<file path="src/rtl/vpsc_pkg.sv">
// Shared types, constants and codes for the voice state classifier.
// No dependencies; imported by every module of the block.
`default_nettype none
package vpsc_pkg;

    localparam int MAX_CONNECTIONS = 64;
    localparam int MAX_FRAMES      = 16;
    localparam int CONN_W          = 64;
    localparam int FRAME_W         = 4;
    localparam int CID_W           = 6;
    localparam int CFG_W           = 5;
    localparam int STATUS_W        = 3;
    localparam int LANES           = 4;
    localparam int LANE_W          = CONN_W / LANES;

    localparam int IN_DATA_W  = 80;
    localparam int OUT_DATA_W = 328;

    localparam logic [CONN_W-1:0] CONN_MASK =
        (MAX_CONNECTIONS >= CONN_W) ? {CONN_W{1'b1}}
                                    : ((CONN_W'(1) << MAX_CONNECTIONS) - CONN_W'(1));

    localparam logic [CFG_W-1:0] FRAMES_RESET = CFG_W'(16);
    localparam logic [CFG_W-1:0] FRAMES_MAX   = CFG_W'(MAX_FRAMES);

    typedef enum logic {
        OP_UPDATE  = 1'b0,
        OP_SILENCE = 1'b1
    } t_opcode;

    typedef enum logic [STATUS_W-1:0] {
        ST_OK               = 3'd0,
        ST_BAD_FRAME        = 3'd1,
        ST_ALREADY_SILENT   = 3'd2,
        ST_NOT_EXPECTED     = 3'd3,
        ST_REACT_NOT_SILENT = 3'd4
    } t_status;

    typedef struct packed {
        logic [LANE_W-1:0] fresh;
        logic [LANE_W-1:0] react;
        logic [LANE_W-1:0] persist;
        logic [LANE_W-1:0] unpersist;
        logic [LANE_W-1:0] silenced;
    } t_lane_masks;

    typedef struct packed {
        logic [LANE_W-1:0] expected;
        logic [LANE_W-1:0] seen;
        logic [LANE_W-1:0] known;
        logic [LANE_W-1:0] silent;
        logic [LANE_W-1:0] sil_expected;
        logic [LANE_W-1:0] sil_silent;
    } t_lane_next;

    typedef struct packed {
        logic react_not_silent;
        logic hit_silent;
        logic hit_expected;
    } t_lane_flags;

    typedef struct packed {
        logic upd;
        logic sil;
    } t_commit;

endpackage
`default_nettype wire

</file>
<file path="src/rtl/voip_persistent_state_classifier_top.sv">
// Top level of the voice state classifier: frame-slot state, lanes, merge, output register.
// Depends on vpsc_pkg, vpsc_lane and vpsc_merge.
//
//  channel  | dir | handshake                    | payload
//  ---------+-----+------------------------------+------------------------------------------
//  s_axis   | in  | s_axis_tvalid/s_axis_tready  | tdata: frame, active_mask, conn_id; tuser: opcode
//  m_axis   | out | m_axis_tvalid/m_axis_tready  | tdata: new, reactivated, persistent,
//           |     |                              |        unpersistent, silenced, status
//  cfg      | in  | i_cfg_valid/o_cfg_ready      | i_cfg_data: frames_in_use
//
// One item per cycle while the output is not stalled; the result shows in the cycle after the item is accepted.
// The frame-slot read-modify-write completes in the accept cycle, so items
// for the same slot may follow each other with no gap.
// Reset clears all slot maps, the known and silent maps and sets frames_in_use to 16.
// A stalled result holds in the output register; input is taken while the
// register is empty or being drained.
`default_nettype none
module voip_persistent_state_classifier_top import vpsc_pkg::*; (
    input  wire logic                  i_clk,
    input  wire logic                  i_rst_n,
    input  wire logic                  s_axis_tvalid,
    output logic                       s_axis_tready,
    // [3:0] frame, [67:4] active_mask, [73:68] conn_id, [79:74] zero
    input  wire logic [IN_DATA_W-1:0]  s_axis_tdata,
    // [0] opcode
    input  wire logic                  s_axis_tuser,
    output logic                       m_axis_tvalid,
    input  wire logic                  m_axis_tready,
    // [63:0] new_mask, [127:64] reactivated_mask, [191:128] persistent_mask,
    // [255:192] unpersistent_mask, [319:256] silenced_mask, [322:320] status, [327:323] zero
    output logic [OUT_DATA_W-1:0]      m_axis_tdata,
    input  wire logic                  i_cfg_valid,
    output logic                       o_cfg_ready,
    input  wire logic [CFG_W-1:0]      i_cfg_data
);

    logic [CONN_W-1:0]  r_expected [MAX_FRAMES];
    logic [CONN_W-1:0]  r_seen     [MAX_FRAMES];
    logic [CONN_W-1:0]  r_known;
    logic [CONN_W-1:0]  r_silent;
    logic [CFG_W-1:0]   r_frames;
    logic               r_ovalid;
    logic [OUT_DATA_W-1:0] r_odata;

    logic [FRAME_W-1:0] frame;
    logic [CONN_W-1:0]  active;
    logic [CID_W-1:0]   conn_id;
    t_opcode            opcode;
    logic [CONN_W-1:0]  conn_bit;
    logic [CONN_W-1:0]  cur_expected;
    logic [CONN_W-1:0]  cur_seen;
    logic [CFG_W-1:0]   frame_lim;
    logic               frame_ok;
    logic               cid_ok;
    logic               accept;

    t_lane_masks        lane_masks [LANES];
    t_lane_next         lane_next  [LANES];
    t_lane_flags        lane_flags [LANES];
    t_status            status;
    t_commit            commit;

    logic [CONN_W-1:0]  m_fresh, m_react, m_persist, m_unpersist, m_silenced;
    logic [CONN_W-1:0]  n_expected, n_seen, n_known, n_silent;
    logic [CONN_W-1:0]  n_sil_expected, n_sil_silent;
    logic [OUT_DATA_W-1:0] n_odata;

    assign frame   = s_axis_tdata[FRAME_W-1:0];
    assign active  = s_axis_tdata[FRAME_W +: CONN_W] & CONN_MASK;
    assign conn_id = s_axis_tdata[FRAME_W+CONN_W +: CID_W];
    assign opcode  = t_opcode'(s_axis_tuser);

    assign conn_bit     = CONN_W'(1) << conn_id;
    assign cur_expected = r_expected[frame];
    assign cur_seen     = r_seen[frame];

    assign frame_lim = (r_frames > FRAMES_MAX) ? FRAMES_MAX : r_frames;
    assign frame_ok  = {1'b0, frame} < frame_lim;
    assign cid_ok    = {1'b0, conn_id} < (CID_W+1)'(MAX_CONNECTIONS);

    assign s_axis_tready = !r_ovalid || m_axis_tready;
    assign accept        = s_axis_tvalid && s_axis_tready;
    assign o_cfg_ready   = 1'b1;

    for (genvar g = 0; g < LANES; g++) begin : g_lane
        vpsc_lane u_lane (
            .i_active   (active[g*LANE_W +: LANE_W]),
            .i_expected (cur_expected[g*LANE_W +: LANE_W]),
            .i_seen     (cur_seen[g*LANE_W +: LANE_W]),
            .i_known    (r_known[g*LANE_W +: LANE_W]),
            .i_silent   (r_silent[g*LANE_W +: LANE_W]),
            .i_conn_bit (conn_bit[g*LANE_W +: LANE_W]),
            .o_masks    (lane_masks[g]),
            .o_next     (lane_next[g]),
            .o_flags    (lane_flags[g])
        );
    end

    vpsc_merge u_merge (
        .i_flags    (lane_flags),
        .i_opcode   (opcode),
        .i_frame_ok (frame_ok),
        .i_cid_ok   (cid_ok),
        .o_status   (status),
        .o_commit   (commit)
    );

    always_comb begin
        for (int l = 0; l < LANES; l++) begin
            m_fresh[l*LANE_W +: LANE_W]        = lane_masks[l].fresh;
            m_react[l*LANE_W +: LANE_W]        = lane_masks[l].react;
            m_persist[l*LANE_W +: LANE_W]      = lane_masks[l].persist;
            m_unpersist[l*LANE_W +: LANE_W]    = lane_masks[l].unpersist;
            m_silenced[l*LANE_W +: LANE_W]     = lane_masks[l].silenced;
            n_expected[l*LANE_W +: LANE_W]     = lane_next[l].expected;
            n_seen[l*LANE_W +: LANE_W]         = lane_next[l].seen;
            n_known[l*LANE_W +: LANE_W]        = lane_next[l].known;
            n_silent[l*LANE_W +: LANE_W]       = lane_next[l].silent;
            n_sil_expected[l*LANE_W +: LANE_W] = lane_next[l].sil_expected;
            n_sil_silent[l*LANE_W +: LANE_W]   = lane_next[l].sil_silent;
        end

        n_odata = '0;
        n_odata[OUT_DATA_W-1 -: (OUT_DATA_W - 5*CONN_W - STATUS_W)] = '0;
        n_odata[5*CONN_W +: STATUS_W] = status;
        if (commit.upd) begin
            n_odata[0*CONN_W +: CONN_W] = m_fresh;
            n_odata[1*CONN_W +: CONN_W] = m_react;
            n_odata[2*CONN_W +: CONN_W] = m_persist;
            n_odata[3*CONN_W +: CONN_W] = m_unpersist;
            n_odata[4*CONN_W +: CONN_W] = m_silenced;
        end
    end

    always_ff @(posedge i_clk) begin
        if (!i_rst_n) begin
            for (int f = 0; f < MAX_FRAMES; f++) begin
                r_expected[f] <= '0;
                r_seen[f]     <= '0;
            end
            r_known  <= '0;
            r_silent <= '0;
            r_frames <= FRAMES_RESET;
            r_ovalid <= 1'b0;
        end else begin
            if (i_cfg_valid && o_cfg_ready) begin
                r_frames <= i_cfg_data;
            end
            if (accept && commit.upd) begin
                r_expected[frame] <= n_expected;
                r_seen[frame]     <= n_seen;
                r_known           <= n_known;
                r_silent          <= n_silent;
            end
            if (accept && commit.sil) begin
                r_expected[frame] <= n_sil_expected;
                r_silent          <= n_sil_silent;
            end
            if (accept) begin
                r_ovalid <= 1'b1;
            end else if (m_axis_tready) begin
                r_ovalid <= 1'b0;
            end
        end
    end

    always_ff @(posedge i_clk) begin
        if (accept) begin
            r_odata <= n_odata;
        end
    end

    assign m_axis_tvalid = r_ovalid;
    assign m_axis_tdata  = r_odata;

endmodule
`default_nettype wire

</file>
<file path="src/rtl/vpsc_lane.sv">
// One lane: per-connection set logic on a slice of the connection bitmaps.
// Depends on vpsc_pkg.
`default_nettype none
module vpsc_lane import vpsc_pkg::*; (
    input  wire logic [LANE_W-1:0] i_active,
    input  wire logic [LANE_W-1:0] i_expected,
    input  wire logic [LANE_W-1:0] i_seen,
    input  wire logic [LANE_W-1:0] i_known,
    input  wire logic [LANE_W-1:0] i_silent,
    input  wire logic [LANE_W-1:0] i_conn_bit,
    output t_lane_masks            o_masks,
    output t_lane_next             o_next,
    output t_lane_flags            o_flags
);

    logic [LANE_W-1:0] unknown;
    logic [LANE_W-1:0] fresh;
    logic [LANE_W-1:0] first;
    logic [LANE_W-1:0] unexp;
    logic [LANE_W-1:0] react;
    logic [LANE_W-1:0] silent_kept;
    logic [LANE_W-1:0] noise;
    logic [LANE_W-1:0] persist;
    logic [LANE_W-1:0] silenced;

    always_comb begin
        persist     = i_expected & i_active;
        silenced    = i_expected & ~i_active;
        unknown     = i_active & ~i_known;
        fresh       = unknown & i_seen;
        first       = unknown & ~i_seen;
        unexp       = i_active & i_known & ~i_expected;
        react       = unexp & i_seen;
        silent_kept = i_silent & ~react;
        noise       = unexp & ~i_seen & silent_kept;

        o_masks.fresh     = fresh;
        o_masks.react     = react;
        o_masks.persist   = persist;
        o_masks.unpersist = first | noise;
        o_masks.silenced  = silenced;

        o_next.expected     = persist | fresh | react;
        o_next.seen         = first | noise;
        o_next.known        = i_known | fresh;
        o_next.silent       = silent_kept | silenced;
        o_next.sil_expected = i_expected & ~i_conn_bit;
        o_next.sil_silent   = i_silent | i_conn_bit;

        o_flags.react_not_silent = |(react & ~i_silent);
        o_flags.hit_silent       = |(i_silent & i_conn_bit);
        o_flags.hit_expected     = |(i_expected & i_conn_bit);
    end

endmodule
`default_nettype wire

</file>
<file path="src/rtl/vpsc_merge.sv">
// Merge stage: combines lane flags into the item status and commit decision.
// Depends on vpsc_pkg.
`default_nettype none
module vpsc_merge import vpsc_pkg::*; (
    input  wire t_lane_flags  i_flags [LANES],
    input  wire t_opcode      i_opcode,
    input  wire logic         i_frame_ok,
    input  wire logic         i_cid_ok,
    output t_status           o_status,
    output t_commit           o_commit
);

    logic any_rns;
    logic any_silent;
    logic any_expected;

    always_comb begin
        any_rns      = 1'b0;
        any_silent   = 1'b0;
        any_expected = 1'b0;
        for (int l = 0; l < LANES; l++) begin
            any_rns      = any_rns | i_flags[l].react_not_silent;
            any_silent   = any_silent | i_flags[l].hit_silent;
            any_expected = any_expected | i_flags[l].hit_expected;
        end

        o_status   = ST_OK;
        o_commit   = '0;
        if (!i_frame_ok) begin
            o_status = ST_BAD_FRAME;
        end else begin
            case (i_opcode)
                OP_SILENCE: begin
                    if (any_silent) begin
                        o_status = ST_ALREADY_SILENT;
                    end else if (!i_cid_ok || !any_expected) begin
                        o_status = ST_NOT_EXPECTED;
                    end else begin
                        o_commit.sil = 1'b1;
                    end
                end
                OP_UPDATE: begin
                    if (any_rns) begin
                        o_status = ST_REACT_NOT_SILENT;
                    end
                    o_commit.upd = 1'b1;
                end
                default: begin
                    o_status = ST_BAD_FRAME;
                end
            endcase
        end
    end

endmodule
`default_nettype wire

</file>
<file path="config.mk">
export PLATFORM = sky130hd
export DESIGN_NAME = voip_persistent_state_classifier_top
export DESIGN_NICKNAME = d
export VERILOG_FILES = /design/src/rtl/vpsc_pkg.sv /design/src/rtl/voip_persistent_state_classifier_top.sv /design/src/rtl/vpsc_lane.sv /design/src/rtl/vpsc_merge.sv
export SDC_FILE = /design/constraint.sdc
export NUM_CORES = 2
export LEC_CHECK = 0
export ABC_AREA = 1
export BUFFER_PORTS_ARGS = -buffer_cell sky130_fd_sc_hd__buf_2
export CAP_MARGIN = 20
export CELL_PAD_IN_SITES_DETAIL_PLACEMENT = 1
export CELL_PAD_IN_SITES_GLOBAL_PLACEMENT = 1
export CORE_MARGIN = 5
export CORE_UTILIZATION = 24
export CTS_CLUSTER_SIZE = 24
export DETAILED_ROUTE_END_ITERATION = 16
export GPL_TIMING_DRIVEN = 1
export PLACE_DENSITY = 0.5
export SLEW_MARGIN = 5
export SYNTH_ARGS = -nofsm -noshare
export SYNTH_HDL_FRONTEND = slang
export SYNTH_SLANG_ARGS = --single-unit
</file>
<file path="constraint.sdc">
create_clock -name i_clk -period 10 [get_ports i_clk]
set_input_delay 0.5 -clock i_clk [delete_from_list [all_inputs] [get_ports i_clk]]
set_output_delay 0.5 -clock i_clk [all_outputs]
set_load 0.02 [all_outputs]
</file>
==> flow_metrics.tcl <==
set metrics [dict create \
    clock_tree.root_cell "sky130_fd_sc_hd__clkbuf_16" \
    cts-root-to-sink-buffers 4 \
    htree_num_levels 5 \
    synth_sequential_area_ratio 0.659 \
    unrepaired_setup_endpoints_after_global_routing "false" \
    first_pass_grt_wire_length_mm 703 \
    worstPathArrival_ns 7.49 \
    area_growth_syn_to_layout_pct 16.8 \
    synth_area_mm2 0.112 \
    placedInstanceArea_mm2 0.121 \
    dieHeight_um 694 \
    nNetsFinal 11700 \
    outcome "complete, no violations" \
    clkSlewWorstSetupHoldPaths_ns 0.06 \
    criticalPathCategory "reg -> reg" \
    routability_cong 0.838 \
    routed_wire_length_per_instance_um 28.3 \
    initial_utilization 0.240 \
    cts_tree "built" \
    setup_total_negative_slack_ns 0 \
    tightest_slew_ns 1.22 \
    finalWorstSetupSlack_ns 3.08 \
    detail_route.drc_violations 0 \
    timing.hold.worst.class "in -> reg" \
    placement_rows 251 \
    drt.antenna.violating_nets 0 \
    cp_data_required_time_ns 10.57 \
    via_count_of_the_first_global_routing_pass 85800 \
    drtPass1Iterations 5 \
    met3_usage 0.0332 \
    routed-via-count 87500 \
    grt_util_met1 0.265 \
    routed_wl_mm 512 \
    synthesis.area_per_instance_um2 9.78 \
    power-per-cell-area_mw_per_mm2 196 \
    hpwl_mm 320 \
    critPathLaunchType "flop" \
    die_width_um 694 \
    finalSetupViolations 0 \
    fmaxAchievable_ghz 0.145 \
    dp_slack_ns 2.54 \
    peakVddDrop_mv 0.121 \
    synth.distinct_cells 35 \
    drtIter0Drc 7826 \
    fin_skew_ns 0.0526 \
    vias_per_cell 4.83 \
    io-pin-count 422 \
    cp-end-kind "flop" \
    grt_antenna_before_repair 67 \
    met2_usage 0.344 \
    layout-drive-gt1-share 0.103 \
    timing.final.crit_share 0.692 \
    leakage_component_of_the_power_nw 50.2 \
    grt_start_max_net_pins 118 \
    die_area_mm2 0.481 \
    hold_fails_final_rpt 0 \
    design_area_mm2 0.131 \
    yosys_warnings 0 \
    top_usage_layer "met2" \
    synth-seq-cells 2505 \
    slew-limit-headroom 0.183 \
    finalMaxSlewViolations 0 \
    grt_usage 0.205 \
    clock_sink_count 2505 \
    io_buffer_count 409 \
    cts_inserted_buffers 294 \
    cp_max_fo 94 \
    grt_overflow_total 0 \
    utilization 0.281 \
    cap_viol_max_count 0 \
    floorplan.core_area_mm2 0.466 \
    worstSkewPairLatency_ns 0.95 \
    fin_crit_ns 6.92 \
    gate_count_post_synth 11500 \
]
path summary, 6_finish.rpt:
| check | from | to | slack [ns] | cells after the start |
|---|---|---|---|---|
| max | r_frames[0] | r_expected[2][18] | 3.08 | 16 |
| max reg2reg | r_frames[0] | r_expected[2][18] | 3.08 | 16 |
| min | s_axis_tdata[42] | m_axis_tdata[102] | 0.07 | 3 |
| min reg2reg | r_silent[43] | r_silent[43] | 0.49 | 2 |
per-stage QoR:
stage	hold WS, ns	std cells	power [mW]
floorplan	0.448	11500	13.7
global placement	0.471	17500	15.0
detailed placement	0.476	17500	15.0
CTS	0.00102	18100	25.9
global route	0.0373	18100	26.5
finish	0.0663	18100	25.6
synthesized netlist by cell type (all sizes together):
master,number,area (um2)
or3,2,12.5
o21ai,221,1110
buf,397,2260
edfxtp,2371,71200
clkbuf,434,1630
ha,3,37.5
or2,12,75.1
a21oi,205,1030
a31oi,15,93.8
o41ai,1,8.76
clkinv,2,7.51
nand4,104,651
nand2,3471,13200
nor2,2756,10400
o22ai,31,194
a22oi,513,3850
nor3,110,551
inv,255,957
dfxtp,134,2680
o21bai,3,22.5
a211o,5,43.8
nand3,376,1890
o31ai,7,52.6
nor4,38,238
conb,2,7.51
a21o,1,7.51
cell usage in the layout, fill, tap and decap left out, types with 8 or more instances in the layout:
cell and instances:
sky130_fd_sc_hd__buf_2 407, sky130_fd_sc_hd__bufinv_16 24, sky130_fd_sc_hd__o21ai_1 9, sky130_fd_sc_hd__clkinv_2 43, sky130_fd_sc_hd__nand2_1 3342, sky130_fd_sc_hd__inv_1 243
sky130_fd_sc_hd__clkbuf_16 302, sky130_fd_sc_hd__nor3_1 109, sky130_fd_sc_hd__nor2_1 2745, sky130_fd_sc_hd__a31oi_1 15, sky130_fd_sc_hd__o22ai_1 31, sky130_fd_sc_hd__clkbuf_1 64
sky130_fd_sc_hd__dfxtp_1 134, sky130_fd_sc_hd__inv_6 13, sky130_fd_sc_hd__buf_4 195, sky130_fd_sc_hd__a21oi_1 205, sky130_fd_sc_hd__nor4_1 33, sky130_fd_sc_hd__diode_2 54
sky130_fd_sc_hd__nand2_4 65, sky130_fd_sc_hd__nand4_1 104, sky130_fd_sc_hd__or2_2 12, sky130_fd_sc_hd__dlygate4sd3_1 42, sky130_fd_sc_hd__nand2_2 63, sky130_fd_sc_hd__buf_12 37
sky130_fd_sc_hd__clkinvlp_4 10, sky130_fd_sc_hd__edfxtp_1 2371, sky130_fd_sc_hd__a22oi_1 513, sky130_fd_sc_hd__nor2_4 8, sky130_fd_sc_hd__nand3_1 375, sky130_fd_sc_hd__o21ai_0 212
sky130_fd_sc_hd__clkinv_1 62
critical path: stages (launching register included):
cell,delay [ns]
sky130_fd_sc_hd__dfxtp_1,0.33
sky130_fd_sc_hd__o41ai_1,0.51
sky130_fd_sc_hd__nand2_1,0.11
sky130_fd_sc_hd__ha_1,0.32
sky130_fd_sc_hd__a21o_1,0.16
sky130_fd_sc_hd__a22oi_1,0.14
sky130_fd_sc_hd__nand2_1,0.47
sky130_fd_sc_hd__nor2_1,0.48
sky130_fd_sc_hd__inv_8,0.30
sky130_fd_sc_hd__nor2_4,0.22
sky130_fd_sc_hd__inv_4,0.12
sky130_fd_sc_hd__nor2_4,0.81
sky130_fd_sc_hd__inv_2,0.09
sky130_fd_sc_hd__nand2_2,0.73
sky130_fd_sc_hd__nand2_4,0.46
sky130_fd_sc_hd__nand2_4,0.72
sky130_fd_sc_hd__buf_4,0.49
power breakdown:
group | total, mW | internal (mW) | switching (mW)
Clock | 10.8 | 6.20 | 4.64
Combinational | 2.75 | 0.503 | 2.25
Sequential | 12.0 | 11.9 | 0.150
Total | 25.6 | 18.6 | 7.04
cell type report:
class / count / area, um2
Fill cell: 53000 / 335000
Antenna cell: 54 / 135
Clock buffer: 370 / 7850
Inverter: 257 / 1020
Sequential cell: 2505 / 73900
Clock inverter: 159 / 1510
Multi-Input combinational cell: 7880 / 34000
Tap cell: 6198 / 7750
Timing Repair Buffer: 690 / 4800
kinds of logic after synthesis:
logic type      share of synthesized area
compound gates                     0.0571
flops                               0.659
simple gates                        0.240
buf+inv                            0.0433
other cells                     0.0000670
fa+ha+maj                        0.000335
layer usage:
| layer | routed length [um] | vias to the layer above |
|---|---|---|
| met5 | 84 | - |
| met4 | 22000 | 14 |
| met3 | 29300 | 668 |
| met2 | 245000 | 2498 |
| met1 | 216000 | 45400 |
| li1 | - | 38900 |
what timing repair did:
action / in CTS / in global routing
setup buffers: 0 / 0
hold buffers: 42 / 0
gates resized for setup: 0 / 0
endpoints found under the hold margin: 57 / 0
sequential cells by signal, summed over array words and instances, names as in the netlist:
register       flops
m_axis_tdata     323
m_axis_tvalid      1
r_expected      1024
r_frames           5
r_known           64
r_seen          1024
r_silent          64
(Power assumes the default switching activity.)
